==> config.mk <==
export PLATFORM = sky130hd
export DESIGN_NAME = two_button_debounce_autorepeat_level_unit
export DESIGN_NICKNAME = d
export VERILOG_FILES = /design/src/sv/tbdal_pkg.sv /design/src/sv/tbdal_button.sv /design/src/sv/tbdal_level.sv /design/src/sv/tbdal_out_buf.sv /design/src/sv/two_button_debounce_autorepeat_level_unit.sv
export SDC_FILE = /design/constraint.sdc
export NUM_CORES = 1
export LEC_CHECK = 0
export BUFFER_PORTS_ARGS = -buffer_cell sky130_fd_sc_hd__buf_4
export CAP_MARGIN = 20
export CORE_ASPECT_RATIO = 0.6
export CORE_MARGIN = 5
export CORE_UTILIZATION = 43
export CTS_CLUSTER_DIAMETER = 50
export DETAILED_ROUTE_END_ITERATION = 8
export SETUP_SLACK_MARGIN = 0.02
export SYNTH_ARGS = -nofsm -noshare
export SYNTH_HDL_FRONTEND = slang
export SYNTH_SLANG_ARGS = --single-unit
==> constraint.sdc <==
create_clock -name clk -period 35.2 [get_ports clk]
set_input_delay 7.04 -clock clk [delete_from_list [all_inputs] [get_ports clk]]
set_output_delay 7.04 -clock clk [all_outputs]
set_load 0.02 [all_outputs]
==> src/sv/tbdal_pkg.sv <==
// Shared widths, register indexes, reset values and types of the button level unit.
package tbdal_pkg;

  localparam int TIME_WIDTH_DEF = 32;
  localparam int TIME_WIDTH_MAX = 64;
  localparam int NOW_W          = 32;
  localparam int INTERVAL_W     = 16;
  localparam int LEVEL_W        = 8;
  localparam int CFG_DATA_W     = 16;
  localparam int CFG_INDEX_W    = 2;

  localparam logic [CFG_INDEX_W-1:0] CFG_DEBOUNCE_TIME   = 2'd0;
  localparam logic [CFG_INDEX_W-1:0] CFG_REPEAT_INTERVAL = 2'd1;
  localparam logic [CFG_INDEX_W-1:0] CFG_MAX_LEVEL       = 2'd2;

  localparam logic [INTERVAL_W-1:0] DEBOUNCE_TIME_RST   = 16'd50;
  localparam logic [INTERVAL_W-1:0] REPEAT_INTERVAL_RST = 16'd200;
  localparam logic [LEVEL_W-1:0]    MAX_LEVEL_RST       = 8'd12;

  // Steps one button gives in one poll: the debounced first step and a repeat step.
  typedef struct packed {
    logic first;
    logic repeat_hit;
  } btn_steps_t;

  typedef struct packed {
    logic [LEVEL_W-1:0] level;
    logic               changed;
    logic               up_step;
    logic               down_step;
  } result_t;

endpackage

==> src/sv/tbdal_button.sv <==
// Debounce and auto-repeat timer state of one button.
module tbdal_button #(
  parameter int TIME_WIDTH = tbdal_pkg::TIME_WIDTH_DEF
) (
  input  logic                                clk,
  input  logic                                rst,
  input  logic                                enable,
  input  logic [TIME_WIDTH-1:0]               now,
  input  logic                                pressed,
  input  logic [tbdal_pkg::INTERVAL_W-1:0]    debounce_time,
  input  logic [tbdal_pkg::INTERVAL_W-1:0]    repeat_interval,
  output tbdal_pkg::btn_steps_t               steps
);

  localparam int CMP_W = (TIME_WIDTH > tbdal_pkg::INTERVAL_W) ? TIME_WIDTH
                                                               : tbdal_pkg::INTERVAL_W;

  logic                  previous;
  logic                  held;
  logic [TIME_WIDTH-1:0] press_time;
  logic [TIME_WIDTH-1:0] repeat_time;

  logic                  previous_next;
  logic                  held_next;
  logic [TIME_WIDTH-1:0] press_time_next;
  logic [TIME_WIDTH-1:0] repeat_time_next;

  logic [TIME_WIDTH-1:0] since_press;
  logic [TIME_WIDTH-1:0] since_repeat;
  logic                  held_mid;
  logic [TIME_WIDTH-1:0] repeat_mid;

  always_comb begin
    press_time_next = (pressed && !previous) ? now : press_time;
    since_press     = now - press_time_next;
    steps.first     = pressed && !held &&
                      (CMP_W'(since_press) >= CMP_W'(debounce_time));
    held_mid        = held || steps.first;
    repeat_mid      = steps.first ? now : repeat_time;
    // after a first step the gap is zero, so a repeat follows only at a zero interval
    since_repeat     = now - repeat_mid;
    steps.repeat_hit = pressed && held_mid &&
                       (CMP_W'(since_repeat) >= CMP_W'(repeat_interval));
    repeat_time_next = steps.repeat_hit ? now : repeat_mid;
    held_next        = pressed && held_mid;
    previous_next    = pressed;
  end

  always_ff @(posedge clk) begin
    if (rst) begin
      previous    <= 1'b0;
      held        <= 1'b0;
      press_time  <= '0;
      repeat_time <= '0;
    end else if (enable) begin
      previous    <= previous_next;
      held        <= held_next;
      press_time  <= press_time_next;
      repeat_time <= repeat_time_next;
    end
  end

endmodule

==> src/sv/tbdal_level.sv <==
// Saturating level register moved by the up steps, then the down steps, of one poll.
module tbdal_level (
  input  logic                              clk,
  input  logic                              rst,
  input  logic                              enable,
  input  logic [tbdal_pkg::LEVEL_W-1:0]     max_level,
  input  tbdal_pkg::btn_steps_t             up,
  input  tbdal_pkg::btn_steps_t             down,
  output logic [tbdal_pkg::LEVEL_W-1:0]     level_next
);

  logic [tbdal_pkg::LEVEL_W-1:0] level;
  logic [tbdal_pkg::LEVEL_W-1:0] lvl_a;
  logic [tbdal_pkg::LEVEL_W-1:0] lvl_b;
  logic [tbdal_pkg::LEVEL_W-1:0] lvl_c;

  function automatic logic [tbdal_pkg::LEVEL_W-1:0] bump_up(
    input logic [tbdal_pkg::LEVEL_W-1:0] v,
    input logic [tbdal_pkg::LEVEL_W-1:0] mx
  );
    logic [tbdal_pkg::LEVEL_W:0] s;
    s = {1'b0, v} + {{tbdal_pkg::LEVEL_W{1'b0}}, 1'b1};
    if (s > {1'b0, mx}) return mx;
    return s[tbdal_pkg::LEVEL_W-1:0];
  endfunction

  function automatic logic [tbdal_pkg::LEVEL_W-1:0] bump_down(
    input logic [tbdal_pkg::LEVEL_W-1:0] v,
    input logic [tbdal_pkg::LEVEL_W-1:0] mx
  );
    logic [tbdal_pkg::LEVEL_W-1:0] t;
    t = (v == '0) ? '0 : v - {{(tbdal_pkg::LEVEL_W-1){1'b0}}, 1'b1};
    // a level left above a lowered limit clamps after the drop
    if (t > mx) return mx;
    return t;
  endfunction

  always_comb begin
    lvl_a      = up.first        ? bump_up(level, max_level)   : level;
    lvl_b      = up.repeat_hit   ? bump_up(lvl_a, max_level)   : lvl_a;
    lvl_c      = down.first      ? bump_down(lvl_b, max_level) : lvl_b;
    level_next = down.repeat_hit ? bump_down(lvl_c, max_level) : lvl_c;
  end

  always_ff @(posedge clk) begin
    if (rst) begin
      level <= '0;
    end else if (enable) begin
      level <= level_next;
    end
  end

endmodule

==> src/sv/tbdal_out_buf.sv <==
// Two-entry result queue that lets a poll enter while a result waits on a stalled receiver.
module tbdal_out_buf (
  input  logic                 clk,
  input  logic                 rst,
  input  logic                 push,
  input  tbdal_pkg::result_t   push_data,
  output logic                 full,
  output logic                 out_valid,
  input  logic                 out_stall,
  output tbdal_pkg::result_t   out_data
);

  logic [1:0]         count;
  logic               pop;
  tbdal_pkg::result_t slot0;
  tbdal_pkg::result_t slot1;

  assign full      = (count == 2'd2);
  assign out_valid = (count != 2'd0);
  assign out_data  = slot0;
  assign pop       = out_valid && !out_stall;

  always_ff @(posedge clk) begin
    if (rst) begin
      count <= 2'd0;
    end else begin
      case ({push, pop})
        2'b10:   count <= count + 2'd1;
        2'b01:   count <= count - 2'd1;
        default: count <= count;
      endcase
    end
  end

  // hold the head while stalled; advance the waiting entry on a transaction
  always_ff @(posedge clk) begin
    if (pop) begin
      if (count == 2'd2) begin
        slot0 <= slot1;
      end else if (push) begin
        slot0 <= push_data;
      end
    end else if (push) begin
      if (count == 2'd0) begin
        slot0 <= push_data;
      end else begin
        slot1 <= push_data;
      end
    end
    if (pop && push && count == 2'd2) begin
      slot1 <= push_data;
    end
  end

endmodule

==> src/sv/two_button_debounce_autorepeat_level_unit.sv <==
// Top level of the two-button debounce and auto-repeat level unit.
//
// Each input transaction is one poll: a millisecond timestamp (now_time) and
// the raw levels of the up and down buttons. Every poll gives exactly one
// result transaction: the level after the poll's steps, a changed flag and
// one step flag for each button. The up button is handled before the down one.
// Both channels move a transaction at a rising edge where valid is high and
// stall is low. Throughput is one poll per cycle when not stalled; each
// result enters a two-entry result queue when its poll is taken, as all timer
// and level logic sits before the queue. With a result waiting on a stalled
// receiver one more poll is still taken; in_stall rises only when both queue
// entries are full. The user must see that registers are written through
// cfg_write, cfg_index and cfg_data only while the unit is idle; the unit
// does not enforce it. An index beyond max_level is ignored. Reset clears
// the button state, the level and the queue, and loads the registers with
// debounce 50, repeat interval 200 and maximum level 12.
module two_button_debounce_autorepeat_level_unit #(
  parameter int TIME_WIDTH = tbdal_pkg::TIME_WIDTH_DEF
) (
  input  logic                                clk,
  input  logic                                rst,
  input  logic                                in_valid,
  output logic                                in_stall,
  input  logic [tbdal_pkg::NOW_W-1:0]         now_time,
  input  logic                                up_pressed,
  input  logic                                down_pressed,
  output logic                                out_valid,
  input  logic                                out_stall,
  output logic [tbdal_pkg::LEVEL_W-1:0]       level,
  output logic                                changed,
  output logic                                up_step,
  output logic                                down_step,
  input  logic                                cfg_write,
  input  logic [tbdal_pkg::CFG_INDEX_W-1:0]   cfg_index,
  input  logic [tbdal_pkg::CFG_DATA_W-1:0]    cfg_data
);

  logic [tbdal_pkg::INTERVAL_W-1:0] debounce_time;
  logic [tbdal_pkg::INTERVAL_W-1:0] repeat_interval;
  logic [tbdal_pkg::LEVEL_W-1:0]    max_level;

  logic [tbdal_pkg::TIME_WIDTH_MAX-1:0] now_ext;
  logic [TIME_WIDTH-1:0]                now;
  logic                                 accept;
  logic                                 buf_full;
  tbdal_pkg::btn_steps_t                up_steps;
  tbdal_pkg::btn_steps_t                down_steps;
  logic [tbdal_pkg::LEVEL_W-1:0]        level_next;
  tbdal_pkg::result_t                   result;
  tbdal_pkg::result_t                   head;

  always_ff @(posedge clk) begin
    if (rst) begin
      debounce_time   <= tbdal_pkg::DEBOUNCE_TIME_RST;
      repeat_interval <= tbdal_pkg::REPEAT_INTERVAL_RST;
      max_level       <= tbdal_pkg::MAX_LEVEL_RST;
    end else if (cfg_write) begin
      case (cfg_index)
        tbdal_pkg::CFG_DEBOUNCE_TIME:   debounce_time   <= cfg_data;
        tbdal_pkg::CFG_REPEAT_INTERVAL: repeat_interval <= cfg_data;
        tbdal_pkg::CFG_MAX_LEVEL:       max_level       <= cfg_data[tbdal_pkg::LEVEL_W-1:0];
        default: ;
      endcase
    end
  end

  assign now_ext  = tbdal_pkg::TIME_WIDTH_MAX'(now_time);
  assign now      = now_ext[TIME_WIDTH-1:0];
  assign in_stall = buf_full;
  assign accept   = in_valid && !buf_full;

  tbdal_button #(.TIME_WIDTH(TIME_WIDTH)) u_up (
    .clk             (clk),
    .rst             (rst),
    .enable          (accept),
    .now             (now),
    .pressed         (up_pressed),
    .debounce_time   (debounce_time),
    .repeat_interval (repeat_interval),
    .steps           (up_steps)
  );

  tbdal_button #(.TIME_WIDTH(TIME_WIDTH)) u_down (
    .clk             (clk),
    .rst             (rst),
    .enable          (accept),
    .now             (now),
    .pressed         (down_pressed),
    .debounce_time   (debounce_time),
    .repeat_interval (repeat_interval),
    .steps           (down_steps)
  );

  tbdal_level u_level (
    .clk        (clk),
    .rst        (rst),
    .enable     (accept),
    .max_level  (max_level),
    .up         (up_steps),
    .down       (down_steps),
    .level_next (level_next)
  );

  always_comb begin
    result.level     = level_next;
    result.up_step   = up_steps.first || up_steps.repeat_hit;
    result.down_step = down_steps.first || down_steps.repeat_hit;
    result.changed   = result.up_step || result.down_step;
  end

  tbdal_out_buf u_out_buf (
    .clk       (clk),
    .rst       (rst),
    .push      (accept),
    .push_data (result),
    .full      (buf_full),
    .out_valid (out_valid),
    .out_stall (out_stall),
    .out_data  (head)
  );

  assign level     = head.level;
  assign changed   = head.changed;
  assign up_step   = head.up_step;
  assign down_step = head.down_step;

endmodule

# After elaboration in Yosys (flattened, before gate mapping)
# Index checks and enable logic that the tools add are counted.
# classes
add_sub_neg	10
order_cmp	8
eq_ne	7
n_mux	34
n_reduce_logical	40
# ops
op	count
$mux 32	6
$ge 32x16->1	4
$sub 32x32->32	4
$mux 8	14
$mux 11	9
$add 8x1->9 const B	2
$gt 9x8->1	2
$gt 8x8->1	2
$logic_not 8->1	2
$sub 8x1->8 const B	2
$logic_and 1x1->1	14
$reduce_bool 2->1	6
$eq 2x2->1 const B	3
$logic_not 1->1	6
$reduce_and 2->1	3
$reduce_and 3->1	2
$logic_or 1x1->1	5
$eq 2x1->1 const B	2
$logic_not 2->1	2
$mux 1	4
$ne 2x2->1 const B	2
$pmux 2 s2	1
$add 2x1->2 const B	1
$sub 2x1->2 const B	1
# word_totals
ff_bits	204
input_bits	57
output_inout_bits	13
wordCells	120

# Logic depth before layout (Yosys ltp)
# depth
word_depth	28
ltp_mapped	97
mapped_depth_nobuf	90

# Modules after synthesis
# Synthesis repeated with hierarchy kept, for this count alone.
# unflattened
hier_cells	3178
hier_area_um2	23927.9
# by_module_without_submodules
mod	n_inst	cells_per_inst	area_per_inst_um2	seq_area_each_um2
tbdal_button (u_down)	1	1255	8994.9	1321.3
tbdal_button (u_up)	1	1251	8937.3	1321.3
tbdal_level	1	452	3331.9	160.2
two_button_debounce_autorepeat_level_unit	1	165	1695.4	800.8
tbdal_out_buf	1	55	968.4	700.7

# Least setup slack after synthesis
# OpenSTA, ideal clock, no wires.
# synth_timing
path_type	in2reg
from	in up_pressed
to	reg u_out_buf.slot0 (netlist bit u_out_buf.out_data[9]) (data pin)
arrival_time_ns	23.556
t_required_ns	34.940
path_slack_ns	11.384
stages	93
path_buffers	7
path_cell_list	nand2b_1 -> buf_2 -> clkbuf_1 -> clkbuf_1 -> o21ai_0 -> ha_1 -> nor2b_1 -> a211o_1 -> a2111o_1 -> o32a_1 -> o21ai_1 -> o21ai_0 -> o21a_1 -> o21ai_0 -> a21oi_1 -> xnor2_1 -> ha_1 -> a2111oi_0 -> [... 57 more ...] -> ha_1 -> and4_1 -> o2111a_2 -> nor2_1 -> ha_1 -> nor2b_1 -> o21a_1 -> o21ai_0 -> nand2b_1 -> a21oi_1 -> nor2_1 -> a211oi_1 -> a21oi_1 -> inv_1 -> nor2_1 -> a22o_1 -> a211o_1 -> mux2_2
# synth_between
elab_chain_cells	26
elab_cells_between_ends	37
cone_classes	add/sub: 5; order compare: 5; mux: 19; reduce/logical: 8
# synth_lines
element	line_no	rtl
start: declaration	two_button_debounce_autorepeat_level_unit.sv:25	input logic up_pressed,
$logic_and 1x1->1 *	tbdal_button.sv:34	press_time_next = (pressed && !previous) ? now : press_time;
$mux 32 *	tbdal_button.sv:34	
via u_up.press_time_next[0]	tbdal_button.sv:25	logic [TIME_WIDTH-1:0] press_time_next;
$sub 32x32->32 *	tbdal_button.sv:35	since_press = now - press_time_next;
$ge 32x16->1 *	tbdal_button.sv:37	(CMP_W'(since_press) >= CMP_W'(debounce_time));
$logic_and 1x1->1 *	tbdal_button.sv:36	steps.first = pressed && !held &&
parallel branches: the longest is 5 deep, another holds $sub 32x32->32	-	
$mux 8 *	tbdal_level.sv:40	lvl_b = up.repeat_hit ? bump_up(lvl_a, max_level) : lvl_a;
[... 8 more ...]	-	
$gt 8x8->1	tbdal_level.sv:34	if (t > mx) return mx;
$mux 1	tbdal_level.sv:34	
$mux 8	tbdal_level.sv:35	return t;
$mux 8 *	tbdal_level.sv:42	level_next = down.repeat_hit ? bump_down(lvl_c, max_level) : lvl_c;
via level_next, one bit	two_button_debounce_autorepeat_level_unit.sv:48	logic [tbdal_pkg::LEVEL_W-1:0] level_next;
$mux 11, on equally long branches	tbdal_out_buf.sv:44, tbdal_out_buf.sv:40	
$mux 11, on equally long branches	tbdal_out_buf.sv:43, tbdal_out_buf.sv:38	
$mux 11 *	tbdal_out_buf.sv:37	if (pop) begin
end signal: assignment	tbdal_out_buf.sv:39	slot0 <= slot1;
end signal: assignment	tbdal_out_buf.sv:41	slot0 <= push_data;
end signal: assignment	tbdal_out_buf.sv:45	slot0 <= push_data;
end: declaration	tbdal_out_buf.sv:15	tbdal_pkg::result_t slot0;
# Mark *: on every way through the listed nets, which the timed path passes. The select of a mux whose other input is x is not followed.
# A chain may end at the register's enable or synchronous reset.

# Worst setup path in the final report
# layout_timing
from	in up_pressed
to	reg u_out_buf.slot0 (netlist bit u_out_buf.out_data[6]) (data pin)
# The elaborated chain is that of the path after synthesis.

==> summary.md <==
| Metric | Value |
|---|---|
| Most frequent cells in the layout | 367 x nand2_1, 271 x a21oi_1, 239 x nor2_1 |
| Power per Cell Area | 78.9 nW/um2 |
| Final-layout fill cell count | 4580 |
| WS Path Type | primary input to register |
| Core box area | 46600 um2 |
| CP Launch Type | primary input |
| Die H | 179 um |
| Via density | 5.99 |
| Final antenna-violating net count | 0 |
| 1st-iter DRT viols | 1892 |
| WP data arrival | 26.20 ns |
| Synth async-reset ratio | 0 |
| Hold Vio Cnt, Final | 0 |
| Cell Area, Synth | 20400 um2 |
| Routability cong. | 0.963 |
| Setup violations, final | 0 |
| Wire per inst | 21.5 um |
| Worst min path class | register to register |
| Synth cell types | 109 |
| Max_cap viols | 0 |
| Post-CTS Setup Inserts | 0 |
| Clock tree buffer depth | 3 |
| Mapped Cells | 2706 |
| CTS Buf Count | 30 |
| Largest delay share family, worst path | compound AO/OA/AOI/OAI gates |
| Flops & latches, synth | 204 |
| Period utilization | 0.731 |
| EDFF count, synth | 22 |
| I/O Buffers | 69 |
| Worst-Margin Slew | 1.17 ns |
| First-pass GRT wire length | 110000 um |
| Final Net Count | 2991 |
| Worst EP required | 35.67 ns |
| DP HPWL | 56500 um |
| Final Max Slew Viols | 0 |
| Part of the Yosys area used for sequential elements | 0.211 |
| Residual DRC | 0 |
| Root buf cell | clkbuf_16 |
| Outcome | complete, no violations |
| Die ar. | 52100 um2 |
| Clock Latency Late Sink | 0.61 ns |
| Vias | 20200 |
| CTS tree | yes |
| Total routed wirelength | 72400 um |
| Critical path endpoint category | register |
| Clock sinks | 204 |
| Hold bufs inserted after CTS | 0 |
| Grt ovf | 0 |
| Finished Cell Area | 22600 um2 |
| Placement Rows | 61 |
| Antenna diodes | 0 |
| Largest net degree at the start of global routing | 68 |
| Most common cell after layout, fill and taps aside | nand2_1 |
| Critical path fanouts, max | 26 |
| Via count of the first global-routing pass | 18600 |
| Cts repair resizes | 0 |
| Synth warnings | 0 |
| CTS clock-pin slew for the worst setup and hold paths | 0.05 ns |
| Clock Skews | 0.0390 ns |
| Layout area overhead | 10.8% |
| Initial antenna violation count | 1 |
| Clock period minus worst slack | 25.73 ns |
| Crit-path most repeated cell | o21ai_0 |
| DRT Pass-1 Iters | 7 |
| Syn Area/Cell | 7.55 um2 |
| Unrepaired setup endpoints after global routing | false |
| H-tree Lvls | 1 |
| Syn_nets | 2979 |
| I/O pins | 70 |
| Slowest CP cell | a21oi_1 |
| Setup TNS | 0 ns |
| Most used DFF post-synth | dfxtp_1 |
| WHS | 0.452 ns |
| Pleak | 9.42 nW |
| Sum of buffers and inverters on the critical path | 6 |
| Crit-path max cell delay | 0.66 ns |
| Rel. slew slack | 0.213 |
| Ratio of cells with drive above 1 in the final layout | 0.0850 |
| Die width | 291 um |
| Initial core utilization | 0.438 |
| Dpl cell area | 21600 um2 |
| Fmax | 38.9 MHz |
| GRT Util Overall | 0.266 |
| Maximum vdd drop | 57.9 uV |
-- worst register-to-register path, delay by kind of cell (launching register included) --
family / cells / cell delay (ns)
AOI/OAI and AO/OA: 42 / 9.12
and+or+nand+nor: 26 / 5.67
adders and majority gates: 8 / 2.11
buffers and inverters: 5 / 1.06
muxes: 4 / 0.85
DFF: 1 / 0.39
xor gates and xnor gates: 2 / 0.29
-- report_power, final --
group	leakage [nW]	switching, mW	internal, mW	total, mW
logic	7.21	0.720	0.438	1.16
registers	1.70	0.0259	0.285	0.310
clock network	0.513	0.128	0.188	0.317
-- cell families (layout without fill, tap and decap cells) --
family	Yosys count	count (layout)	synth area share
XOR/XNOR	104	104	0.0446
AO/OA/AOI/OAI	763	763	0.242
multiplexers	196	196	0.0976
flip-flops	204	204	0.211
adder cells (fa/ha/maj)	221	221	0.136
AND/OR/NAND/NOR	979	979	0.225
buffers and inverters	239	275	0.0452
-- per-layer routing --
| layer | vias to the layer above | GRT usage | routed length (um) |
|---|---|---|---|
| li1 | 9805 | - | - |
| met1 | 9604 | 0.413 | 36900 |
| met2 | 720 | 0.363 | 27000 |
| met3 | 79 | 0.0766 | 7250 |
| met4 | 4 | 0.0433 | 1110 |
| met5 | - | 0.0281 | 153 |
-- synthesized netlist by cell type (45+ instances only) --
library cell    n  area, um2
nand3_1        45        225
xnor2_1        68        596
o21ai_0       136        681
nor3_1         53        265
nor2b_1        54        338
nand2b_1       60        375
nand2_1       369       1390
mux2i_1       179       1790
nor2_1        240        901
ha_1          213       2670
a21oi_1       271       1360
clkbuf_1      100        375
dfxtp_1       182       3640
a21o_1         60        450
inv_1         115        432
-- final timing paths --
path	start	end	slack (ns)	cells after the start
min reg2reg	u_down.press_time[21]$_SDFFE_PP0P_	u_down.press_time[21]$_SDFFE_PP0P_	0.45	2
max	up_pressed	u_out_buf.out_data[6]$_DFFE_PP_	9.47	88
max reg2reg	u_up.previous$_SDFFE_PP0P_	u_out_buf.out_data[6]$_DFFE_PP_	15.63	87
min	u_down.press_time[21]$_SDFFE_PP0P_	u_down.press_time[21]$_SDFFE_PP0P_	0.45	2
-- sequential cells by signal, summed over array words and instances, names as in the netlist --
name and flops:
u_down.press_time 32, u_down.repeat_time 32, u_up.press_time 32, u_up.repeat_time 32, debounce_time 16, repeat_interval 16
u_out_buf.out_data 11, u_out_buf.slot1 11, max_level 8, u_level.level 8, u_out_buf.count 2, u_down.held 1
u_down.previous 1, u_up.held 1, u_up.previous 1
-- through the flow --
stage	utilization	instances	power, mW	setup slack (ns)
floorplan	-	2706	1.13	11.38
global placement	0.462	3312	1.43	9.98
detailed placement	0.462	3313	1.43	9.37
CTS	0.485	3369	1.76	9.89
global route	0.485	3372	1.92	7.93
finish	0.485	3372	1.79	9.47
-- final cells by class --
class | instances | area, um2 | area share
multi-input combinational | 2263 | 15300 | 0.675
sequential | 204 | 4300 | 0.190
clock buffer | 35 | 800 | 0.0353
tap | 630 | 788 | 0.0348
timing repair buffer | 103 | 785 | 0.0347
inverter | 116 | 435 | 0.0192
clock inverter | 21 | 253 | 0.0112
(Power assumes the default switching activity.)
